==> config.mk <==
export PLATFORM = sky130hd
export DESIGN_NAME = udp_market_feed_cross_trade_parser_top
export DESIGN_NICKNAME = d
export VERILOG_FILES = /design/src/rtl/umfp_pkg.sv /design/src/rtl/umfp_front.sv /design/src/rtl/umfp_queue.sv /design/src/rtl/umfp_back.sv /design/src/rtl/udp_market_feed_cross_trade_parser_top.sv
export SDC_FILE = /design/constraint.sdc
export NUM_CORES = 2
export LEC_CHECK = 0
export BUFFER_PORTS_ARGS = -buffer_cell sky130_fd_sc_hd__buf_2
export CELL_PAD_IN_SITES_DETAIL_PLACEMENT = 1
export CELL_PAD_IN_SITES_GLOBAL_PLACEMENT = 1
export CORE_MARGIN = 2
export CORE_UTILIZATION = 40
export DETAILED_ROUTE_END_ITERATION = 10
export GPL_TIMING_DRIVEN = 0
export PLACE_DENSITY_LB_ADDON = 0.1
export SYNTH_ARGS = -nofsm -noshare
export SYNTH_HDL_FRONTEND = slang
export SYNTH_SLANG_ARGS = --single-unit
==> constraint.sdc <==
create_clock -name clock -period 18.35 [get_ports clock]
set_clock_uncertainty 0.2 [all_clocks]
set_input_delay 4.5875 -clock clock [delete_from_list [all_inputs] [get_ports clock]]
set_output_delay 4.5875 -clock clock [all_outputs]
set_load 0.01 [all_outputs]
==> src/rtl/umfp_pkg.sv <==
// Package: shared types and constants for the UDP market feed parser.
`default_nettype none
package umfp_pkg;

   localparam int MAX_FRAME_BYTES  = 2048;
   localparam int MSG_HEADER_BYTES = 3;
   localparam int POS_W            = $clog2(MAX_FRAME_BYTES + 1);
   localparam int LEN_W            = 12;
   localparam int QUEUE_DEPTH      = 4;
   localparam int QPTR_W           = $clog2(QUEUE_DEPTH);

   localparam logic [LEN_W-1:0] MIN_FRAME_RESET = 12'd42;
   localparam logic [7:0]  PROTO_UDP     = 8'd17;
   localparam logic [7:0]  TYPE_CROSS    = 8'h51;
   localparam int          ETH_BYTES     = 14;
   localparam int          MIN_IP_BYTES  = 20;
   localparam int          UDP_HDR_BYTES = 8;
   localparam int          CROSS_MIN_LEN = 40;
   localparam int          SYM_OFF       = 11;
   localparam int          PRICE_OFF     = 19;
   localparam int          QTY_OFF       = 27;

   typedef enum logic [3:0] {
      ST_OK         = 4'd0,
      ST_BELOW_MIN  = 4'd1,
      ST_SHORT_HDR  = 4'd2,
      ST_NOT_UDP    = 4'd3,
      ST_BAD_IHL    = 4'd4,
      ST_UDP_TRUNC  = 4'd5,
      ST_OVERRUN    = 4'd6,
      ST_MSG_SHORT  = 4'd7,
      ST_MSG_EXCESS = 4'd8,
      ST_NOT_CROSS  = 4'd9,
      ST_CROSS_SHORT= 4'd10,
      ST_OVERSIZE   = 4'd11
   } status_type;

   typedef struct packed {
      logic [7:0] frame_byte;
      logic       last_byte;
   } req_item_type;

   typedef struct packed {
      logic [3:0]  status;
      logic [63:0] symbol_bytes;
      logic [3:0]  symbol_length;
      logic [63:0] price_value;
      logic [31:0] quantity;
   } rsp_item_type;

   // Captured frame summary handed from the byte front end to the verdict stage.
   typedef struct packed {
      logic              oversize;
      logic [POS_W-1:0]  length;
      logic [5:0]        ip_header_bytes;
      logic [7:0]        ip_protocol;
      logic [15:0]       udp_length;
      logic [15:0]       message_length;
      logic [7:0]        msg_kind;
      logic [63:0]       symbol;
      logic [63:0]       price;
      logic [31:0]       quantity;
   } frame_sum_type;

endpackage
`default_nettype wire

==> src/rtl/umfp_front.sv <==
// Front end: consume frame bytes and capture header and message fields.
`default_nettype none
module umfp_front
   import umfp_pkg::*;
(
   input  wire logic          clock,
   input  wire logic          reset,
   input  wire logic          take,
   input  wire req_item_type  item,
   output logic               sum_valid,
   output frame_sum_type      sum
);

   logic [POS_W-1:0] pos_ff, pos_in;
   logic             over_ff, over_in;
   logic [5:0]       ihl_ff, ihl_in;
   logic [7:0]       proto_ff, proto_in;
   logic [15:0]      udp_ff, udp_in;
   logic [15:0]      mlen_ff, mlen_in;
   logic [7:0]       mtype_ff, mtype_in;
   logic [63:0]      sym_ff, sym_in;
   logic [63:0]      price_ff, price_in;
   logic [31:0]      qty_ff, qty_in;

   logic [POS_W:0]   udp_start;
   logic [POS_W:0]   pay_start;
   logic [POS_W:0]   pos_x;
   logic [POS_W:0]   p;
   logic             capt;
   logic [7:0]       b;

   always_comb begin
      b         = item.frame_byte;
      pos_x     = {1'b0, pos_ff};
      capt      = (pos_ff < POS_W'(MAX_FRAME_BYTES));
      pos_in    = pos_ff;
      over_in   = over_ff;
      ihl_in    = ihl_ff;
      proto_in  = proto_ff;
      udp_in    = udp_ff;
      mlen_in   = mlen_ff;
      mtype_in  = mtype_ff;
      sym_in    = sym_ff;
      price_in  = price_ff;
      qty_in    = qty_ff;
      udp_start = (POS_W+1)'(ETH_BYTES) + (POS_W+1)'(ihl_ff);
      pay_start = udp_start + (POS_W+1)'(UDP_HDR_BYTES);
      p         = pos_x - pay_start;
      if (!capt) begin
         over_in = 1'b1;
      end else begin
         pos_in = pos_ff + 1'b1;
         if (pos_x == (POS_W+1)'(ETH_BYTES)) ihl_in = {b[3:0], 2'b00};
         if (pos_x == (POS_W+1)'(ETH_BYTES + 9)) proto_in = b;
         if (pos_x == udp_start + (POS_W+1)'(4)) udp_in[15:8] = b;
         if (pos_x == udp_start + (POS_W+1)'(5)) udp_in[7:0] = b;
         if (pos_x >= pay_start) begin
            if (p == (POS_W+1)'(0)) mlen_in[15:8] = b;
            else if (p == (POS_W+1)'(1)) mlen_in[7:0] = b;
            else if (p == (POS_W+1)'(2)) mtype_in = b;
            if (p >= (POS_W+1)'(MSG_HEADER_BYTES + SYM_OFF) &&
                p < (POS_W+1)'(MSG_HEADER_BYTES + SYM_OFF + 8))
               sym_in = {sym_ff[55:0], b};
            if (p >= (POS_W+1)'(MSG_HEADER_BYTES + PRICE_OFF) &&
                p < (POS_W+1)'(MSG_HEADER_BYTES + PRICE_OFF + 8))
               price_in = {price_ff[55:0], b};
            if (p >= (POS_W+1)'(MSG_HEADER_BYTES + QTY_OFF + 4) &&
                p < (POS_W+1)'(MSG_HEADER_BYTES + QTY_OFF + 8))
               qty_in = {qty_ff[23:0], b};
         end
      end
      sum.oversize        = over_in;
      sum.length          = pos_in;
      sum.ip_header_bytes = ihl_in;
      sum.ip_protocol     = proto_in;
      sum.udp_length      = udp_in;
      sum.message_length  = mlen_in;
      sum.msg_kind        = mtype_in;
      sum.symbol          = sym_in;
      sum.price           = price_in;
      sum.quantity        = qty_in;
      sum_valid           = take && item.last_byte;
   end

   always_ff @(posedge clock) begin
      if (reset || (take && item.last_byte)) begin
         pos_ff   <= '0;
         over_ff  <= 1'b0;
         ihl_ff   <= '0;
         proto_ff <= '0;
         udp_ff   <= '0;
         mlen_ff  <= '0;
         mtype_ff <= '0;
         sym_ff   <= '0;
         price_ff <= '0;
         qty_ff   <= '0;
      end else if (take) begin
         pos_ff   <= pos_in;
         over_ff  <= over_in;
         ihl_ff   <= ihl_in;
         proto_ff <= proto_in;
         udp_ff   <= udp_in;
         mlen_ff  <= mlen_in;
         mtype_ff <= mtype_in;
         sym_ff   <= sym_in;
         price_ff <= price_in;
         qty_ff   <= qty_in;
      end
   end

endmodule
`default_nettype wire

==> src/rtl/umfp_queue.sv <==
// Short queue of frame summaries between front end and verdict stage.
`default_nettype none
module umfp_queue
   import umfp_pkg::*;
(
   input  wire logic          clock,
   input  wire logic          reset,
   input  wire logic          wr_en,
   input  wire frame_sum_type wr_data,
   input  wire logic          rd_en,
   output frame_sum_type      rd_data,
   output logic               empty,
   output logic               full
);

   frame_sum_type   mem_ff [QUEUE_DEPTH];
   logic [QPTR_W-1:0] wr_ff, rd_ff;
   logic [QPTR_W:0]   cnt_ff;

   assign empty   = (cnt_ff == '0);
   assign full    = (cnt_ff == (QPTR_W+1)'(QUEUE_DEPTH));
   assign rd_data = mem_ff[rd_ff];

   always_ff @(posedge clock) begin
      if (wr_en) mem_ff[wr_ff] <= wr_data;
   end

   always_ff @(posedge clock) begin
      if (reset) begin
         wr_ff  <= '0;
         rd_ff  <= '0;
         cnt_ff <= '0;
      end else begin
         if (wr_en) wr_ff <= wr_ff + 1'b1;
         if (rd_en) rd_ff <= rd_ff + 1'b1;
         cnt_ff <= cnt_ff + (QPTR_W+1)'(wr_en) - (QPTR_W+1)'(rd_en);
      end
   end

endmodule
`default_nettype wire

==> src/rtl/umfp_back.sv <==
// Back end: judge a frame summary and hold the result item.
`default_nettype none
module umfp_back
   import umfp_pkg::*;
(
   input  wire logic        clock,
   input  wire logic        reset,
   input  wire logic [LEN_W-1:0] min_len,
   input  wire logic        q_empty,
   input  wire frame_sum_type q_data,
   output logic             q_pop,
   output logic             rsp_empty,
   input  wire logic        rsp_pop,
   output rsp_item_type     rsp_item
);

   logic         full_ff, full_in;
   rsp_item_type item_ff, item_in;
   status_type   st;
   logic [16:0]  udp_end;
   logic [15:0]  pay_len;
   logic [3:0]   kept;
   logic         load;

   always_comb begin
      udp_end = 17'(ETH_BYTES) + 17'(q_data.ip_header_bytes) + 17'(q_data.udp_length);
      pay_len = q_data.udp_length - 16'(UDP_HDR_BYTES);
      if (q_data.oversize) st = ST_OVERSIZE;
      else if (17'(q_data.length) < 17'(min_len)) st = ST_BELOW_MIN;
      else if (q_data.length < POS_W'(ETH_BYTES + MIN_IP_BYTES + UDP_HDR_BYTES))
         st = ST_SHORT_HDR;
      else if (q_data.ip_protocol != PROTO_UDP) st = ST_NOT_UDP;
      else if (q_data.ip_header_bytes < 6'(MIN_IP_BYTES)) st = ST_BAD_IHL;
      else if (ETH_BYTES + UDP_HDR_BYTES + 32'(q_data.ip_header_bytes) > 32'(q_data.length))
         st = ST_UDP_TRUNC;
      else if (q_data.udp_length < 16'(UDP_HDR_BYTES) || udp_end > 17'(q_data.length))
         st = ST_OVERRUN;
      else if (pay_len < 16'(MSG_HEADER_BYTES)) st = ST_MSG_SHORT;
      else if (pay_len < q_data.message_length) st = ST_MSG_EXCESS;
      else if (q_data.msg_kind != TYPE_CROSS) st = ST_NOT_CROSS;
      else if (q_data.message_length < 16'(CROSS_MIN_LEN)) st = ST_CROSS_SHORT;
      else st = ST_OK;

      // trim trailing blanks and zero bytes from the symbol; all blank keeps all eight
      kept = 4'd0;
      for (int i = 0; i < 8; i++) begin
         if (q_data.symbol[8*i +: 8] != 8'h20 && q_data.symbol[8*i +: 8] != 8'h00
             && kept == 4'd0)
            kept = 4'(8 - i);
      end
      if (kept == 4'd0) kept = 4'd8;

      load    = !q_empty && (!full_ff || rsp_pop);
      q_pop   = load;
      full_in = full_ff;
      item_in = item_ff;
      if (rsp_pop && full_ff) full_in = 1'b0;
      if (load) begin
         full_in = 1'b1;
         item_in.status = st;
         if (st == ST_OK) begin
            item_in.symbol_bytes  = q_data.symbol;
            item_in.symbol_length = kept;
            item_in.price_value   = q_data.price;
            item_in.quantity      = q_data.quantity;
         end else begin
            item_in.symbol_bytes  = '0;
            item_in.symbol_length = '0;
            item_in.price_value   = '0;
            item_in.quantity      = '0;
         end
      end
   end

   assign rsp_empty = !full_ff;
   assign rsp_item  = item_ff;

   always_ff @(posedge clock) begin
      if (reset) full_ff <= 1'b0;
      else       full_ff <= full_in;
      item_ff <= item_in;
   end

endmodule
`default_nettype wire

==> src/rtl/udp_market_feed_cross_trade_parser_top.sv <==
// Top level: UDP market feed cross-trade parser.
// Throughput: one frame byte per cycle while full is low.
// A verdict passes from the edge that takes the last byte through the summary queue
// write and then the verdict register to the result ports.
// Up to four frame summaries plus one held result may wait; full rises when the queue fills.
// Reset (synchronous, active high) clears frame capture, queue and result;
// min_frame_length returns to 42.
`default_nettype none
module udp_market_feed_cross_trade_parser_top
   import umfp_pkg::*;
(
   input  wire logic        clock,
   input  wire logic        reset,
   input  wire logic        push,
   output logic             full,
   input  wire req_item_type req_item,
   output logic             empty,
   input  wire logic        pop,
   output rsp_item_type     rsp_item,
   input  wire logic        csr_write_enable,
   input  wire logic [LEN_W-1:0] csr_write_data
);

   logic [LEN_W-1:0] min_len_ff;
   logic             take;
   logic             sum_valid;
   frame_sum_type    sum;
   frame_sum_type    q_data;
   logic             q_empty, q_full, q_pop;

   // refuse bytes only while the summary queue has no room
   assign full = q_full;
   assign take = push && !q_full;

   always_ff @(posedge clock) begin
      if (reset) min_len_ff <= MIN_FRAME_RESET;
      else if (csr_write_enable) min_len_ff <= csr_write_data;
   end

   umfp_front u_front (
      .clock, .reset, .take, .item(req_item), .sum_valid, .sum
   );

   umfp_queue u_queue (
      .clock, .reset, .wr_en(sum_valid), .wr_data(sum),
      .rd_en(q_pop), .rd_data(q_data), .empty(q_empty), .full(q_full)
   );

   umfp_back u_back (
      .clock, .reset, .min_len(min_len_ff), .q_empty, .q_data, .q_pop,
      .rsp_empty(empty), .rsp_pop(pop), .rsp_item
   );

   a_ok_fields: assert property (@(posedge clock) disable iff (reset)
      (!empty && rsp_item.status != ST_OK) |-> (rsp_item.quantity == '0 &&
       rsp_item.symbol_length == '0)) else $error("non-ok result carries fields");
   a_hold: assert property (@(posedge clock) disable iff (reset)
      (!empty && !pop) |=> (!empty && $stable(rsp_item))) else $error("result lost");
   a_len: assert property (@(posedge clock) disable iff (reset)
      (!empty && rsp_item.status == ST_OK) |-> (rsp_item.symbol_length != '0 &&
       rsp_item.symbol_length <= 4'd8)) else $error("bad symbol length");

endmodule
`default_nettype wire
==> impl_results.md <==
* Cell taking the most area after synthesis: edfxtp_1
* Top FF cell, synth: edfxtp_1
* Yosys warnings at 0
* Cells after synthesis at 3395
* Synth area leaders: edfxtp_1, dfxtp_1, mux4_2
* Detail Route Antenna Nets at 0
* Static leakage at 0.0214 uW
* H-tree levels at 4
* Post-CTS Repair Setup Buffers at 0
* DPL Wire Length at 98300 um
* TritonCTS Buffers at 147
* Port bufs at 194
* Max_slew headroom at 0.141
* Worst Tran Pin Value at 1.29 ns
* Crit path launch type: register
* Die Wd at 371 um
* Hold Fails Final Rpt at 0
* Routability cong. at 0.786
* Core Region at 134000 um^2
* Clock Sinks at 1325
* Min Hold Slack at 0.262 ns
* Fraction of registers with async set/reset at 0
* DRC Markers at 0
* Post-synth EDFFs at 1076
* Top-area cell type share of the netlist area at 0.599
* Distinct cell type count after synthesis at 66
* Syn nets at 3501
* Critical-path top delay cell: buf_1
* Clock buffer depth at 3
* Arrival @ worst endpoint at 12.71 ns
* Final cycle utilization of the critical path at 0.677
* Syn avg cell area at 15.9 um^2
* CP most frequent cell: buf_2
* DRT iter0 DRCs at 2249
* Final setup viols at 0
* Clk_lat worst skew at 0.78 ns
* Worst-path clk slew at 0.06 ns
* Kind of critical path: register to register
* # Max-Cap Violations at 0
* TritonCTS clock tree: yes
* Area Growth Syn to Fin at 16.0%
* HP Class: register to register
* DIE HEIGHT at 371 um
* Nature of the critical path endpoint: register
* Post-layout instance area at 62600 um^2
* CTS resizes at 0
* Root Driver: clkbuf_16
* Final Critical Period at 12.43 ns
* Starting Density at 0.404
* Sequential area share after synthesis at 0.691
* Hold_buf cts at 0
* FF+latch count, synth at 1325
* DIE AREA at 138000 um^2
* Number of fill cells at 13100
* FP Rows at 134
* Initial antenna violation count at 9
* Fin. max-slew vios at 0
* Routed WL per cell at 25.3 um
* Vias in the first global route at 32200
* Maximum vdd drop at 121 uV
* Cell area after synthesis at 54000 um^2
* Final worst slack at 5.92 ns
* Status: finished clean
* Drt pass-1 iters at 6
* DP Worst Slack at 5.96 ns
* Via/cell ratio at 5.39
* Gr ovfl total at 0
* Vias at 30500
* Fin nets at 3873
* Power Density at 134 nW/um^2
* Global-route wire length before repair at 214000 um
* DRT Wirelength at 143000 um
* Tot GR Track Use at 0.210
* CP Max Fanout at 11
* Top-Level Pins at 196
* Max incr delay on CP at 0.85 ns
* Layout cells sized above 1 at 0.235
* CP required at 18.64 ns
* Core Util, Final at 0.469
* Achievable Freq at 80.5 MHz
* RSZ-0062 raised after global routing: no
* Cell Area, Placed at 57900 um^2
* Largest net degree at the start of global routing at 55
final timing paths:
check	startpoint	cells after the start	to	slack, ns
max	register	32	u_back.rsp_item[8]	5.92
max reg2reg	register	32	u_back.rsp_item[8]	5.92
min	u_front.mtype_ff[6]	2	u_front.mtype_ff[6]	0.26
min reg2reg	u_front.mtype_ff[6]	2	u_front.mtype_ff[6]	0.26
critical path, delay by kind of cell, from the launching register on:
family	cells	cell delay, ns
AO/OA/AOI/OAI	7	2.09
XOR/XNOR	1	0.17
buffers and inverters	14	6.04
AND/OR/NAND/NOR	6	2.02
flip-flops	1	0.30
adder cells (fa/ha/maj)	3	0.75
multiplexers	1	0.50
flip-flops by register name (all words and copies together) (netlist names), 12 cells and up, named ones only:
register and flops:
min_len_ff 12, u_back.rsp_item 168, u_front.mlen_ff 16, u_front.pos_ff 12, u_front.price_ff 64, u_front.qty_ff 32, u_front.sym_ff 64, u_front.udp_ff 16
u_queue.mem_ff 908
kinds of logic (layout without fill, tap and decap cells):
family | Yosys count | after routing | synth area share
AO/OA/AOI/OAI | 454 | 454 | 0.0459
XOR/XNOR | 65 | 65 | 0.0106
multiplexers | 473 | 473 | 0.142
AND/OR/NAND/NOR | 713 | 713 | 0.0705
adder cells (fa/ha/maj) | 80 | 80 | 0.0190
flip-flops | 1325 | 1325 | 0.691
buffers and inverters | 285 | 776 | 0.0211
other | 0 | 4 | 0
through the flow:
step           TNS, ns  power [uW]  cells
2_1_floorplan        0        4940   3395
3_3_place_gp   -192.10        5650   5357
3_5_place_dp         0        5570   5386
4_1_cts              0        8500   5654
5_1_grt              0        8770   5654
6_report             0        8370   5658
final cells by class:
| type | count | area, um^2 | share of cell area |
|---|---|---|---|
| timing repair buffer | 223 | 1630 | 0.0260 |
| tap | 1768 | 2210 | 0.0353 |
| sequential | 1325 | 37300 | 0.596 |
| buffer | 209 | 851 | 0.0136 |
| clock buffer | 201 | 4070 | 0.0650 |
| clock inverter | 67 | 656 | 0.0105 |
| multi-input combinational | 1785 | 15600 | 0.249 |
| inverter | 76 | 285 | 0.00456 |
| antenna | 4 | 10.0 | 0.000160 |
cell usage in the layout, fill, tap and decap left out, types with 27 or more instances in the layout:
| cell type | n |
|---|---|
| a21oi_1 | 193 |
| buf_2 | 235 |
| clkbuf_1 | 197 |
| clkbuf_16 | 153 |
| clkinv_1 | 27 |
| dfxtp_1 | 249 |
| edfxtp_1 | 1076 |
| ha_1 | 77 |
| inv_1 | 76 |
| mux2_2 | 212 |
| mux2i_1 | 49 |
| mux4_2 | 212 |
| nand2_1 | 85 |
| nand3_1 | 185 |
| nor2_1 | 121 |
| nor2b_1 | 176 |
| nor3_1 | 30 |
| o21ai_0 | 189 |
| xnor2_1 | 35 |
| xor2_1 | 30 |
cells in the mapped netlist (all sizes together), types with 77 or more instances:
cell type  instances
edfxtp          1076
dfxtp            249
mux2             212
mux4             212
a21oi            194
o21ai            190
nand3            185
nor2b            176
clkbuf           155
nor2             121
nand2             85
ha                77
routing by layer:
metal	track usage	vias to the layer above	wire length, um
met5	0	-	13
met4	0.0479	2	2370
met3	0.0344	152	6320
met2	0.336	590	67600
met1	0.302	15900	66900
li1	-	13900	-
report_power, final:
| part | switching, uW | leakage, uW | internal (uW) |
|---|---|---|---|
| clock network | 1200 | 0.00231 | 1700 |
| registers | 83.5 | 0.0124 | 3550 |
| logic | 1070 | 0.00668 | 768 |
(Power assumes the default switching activity.)
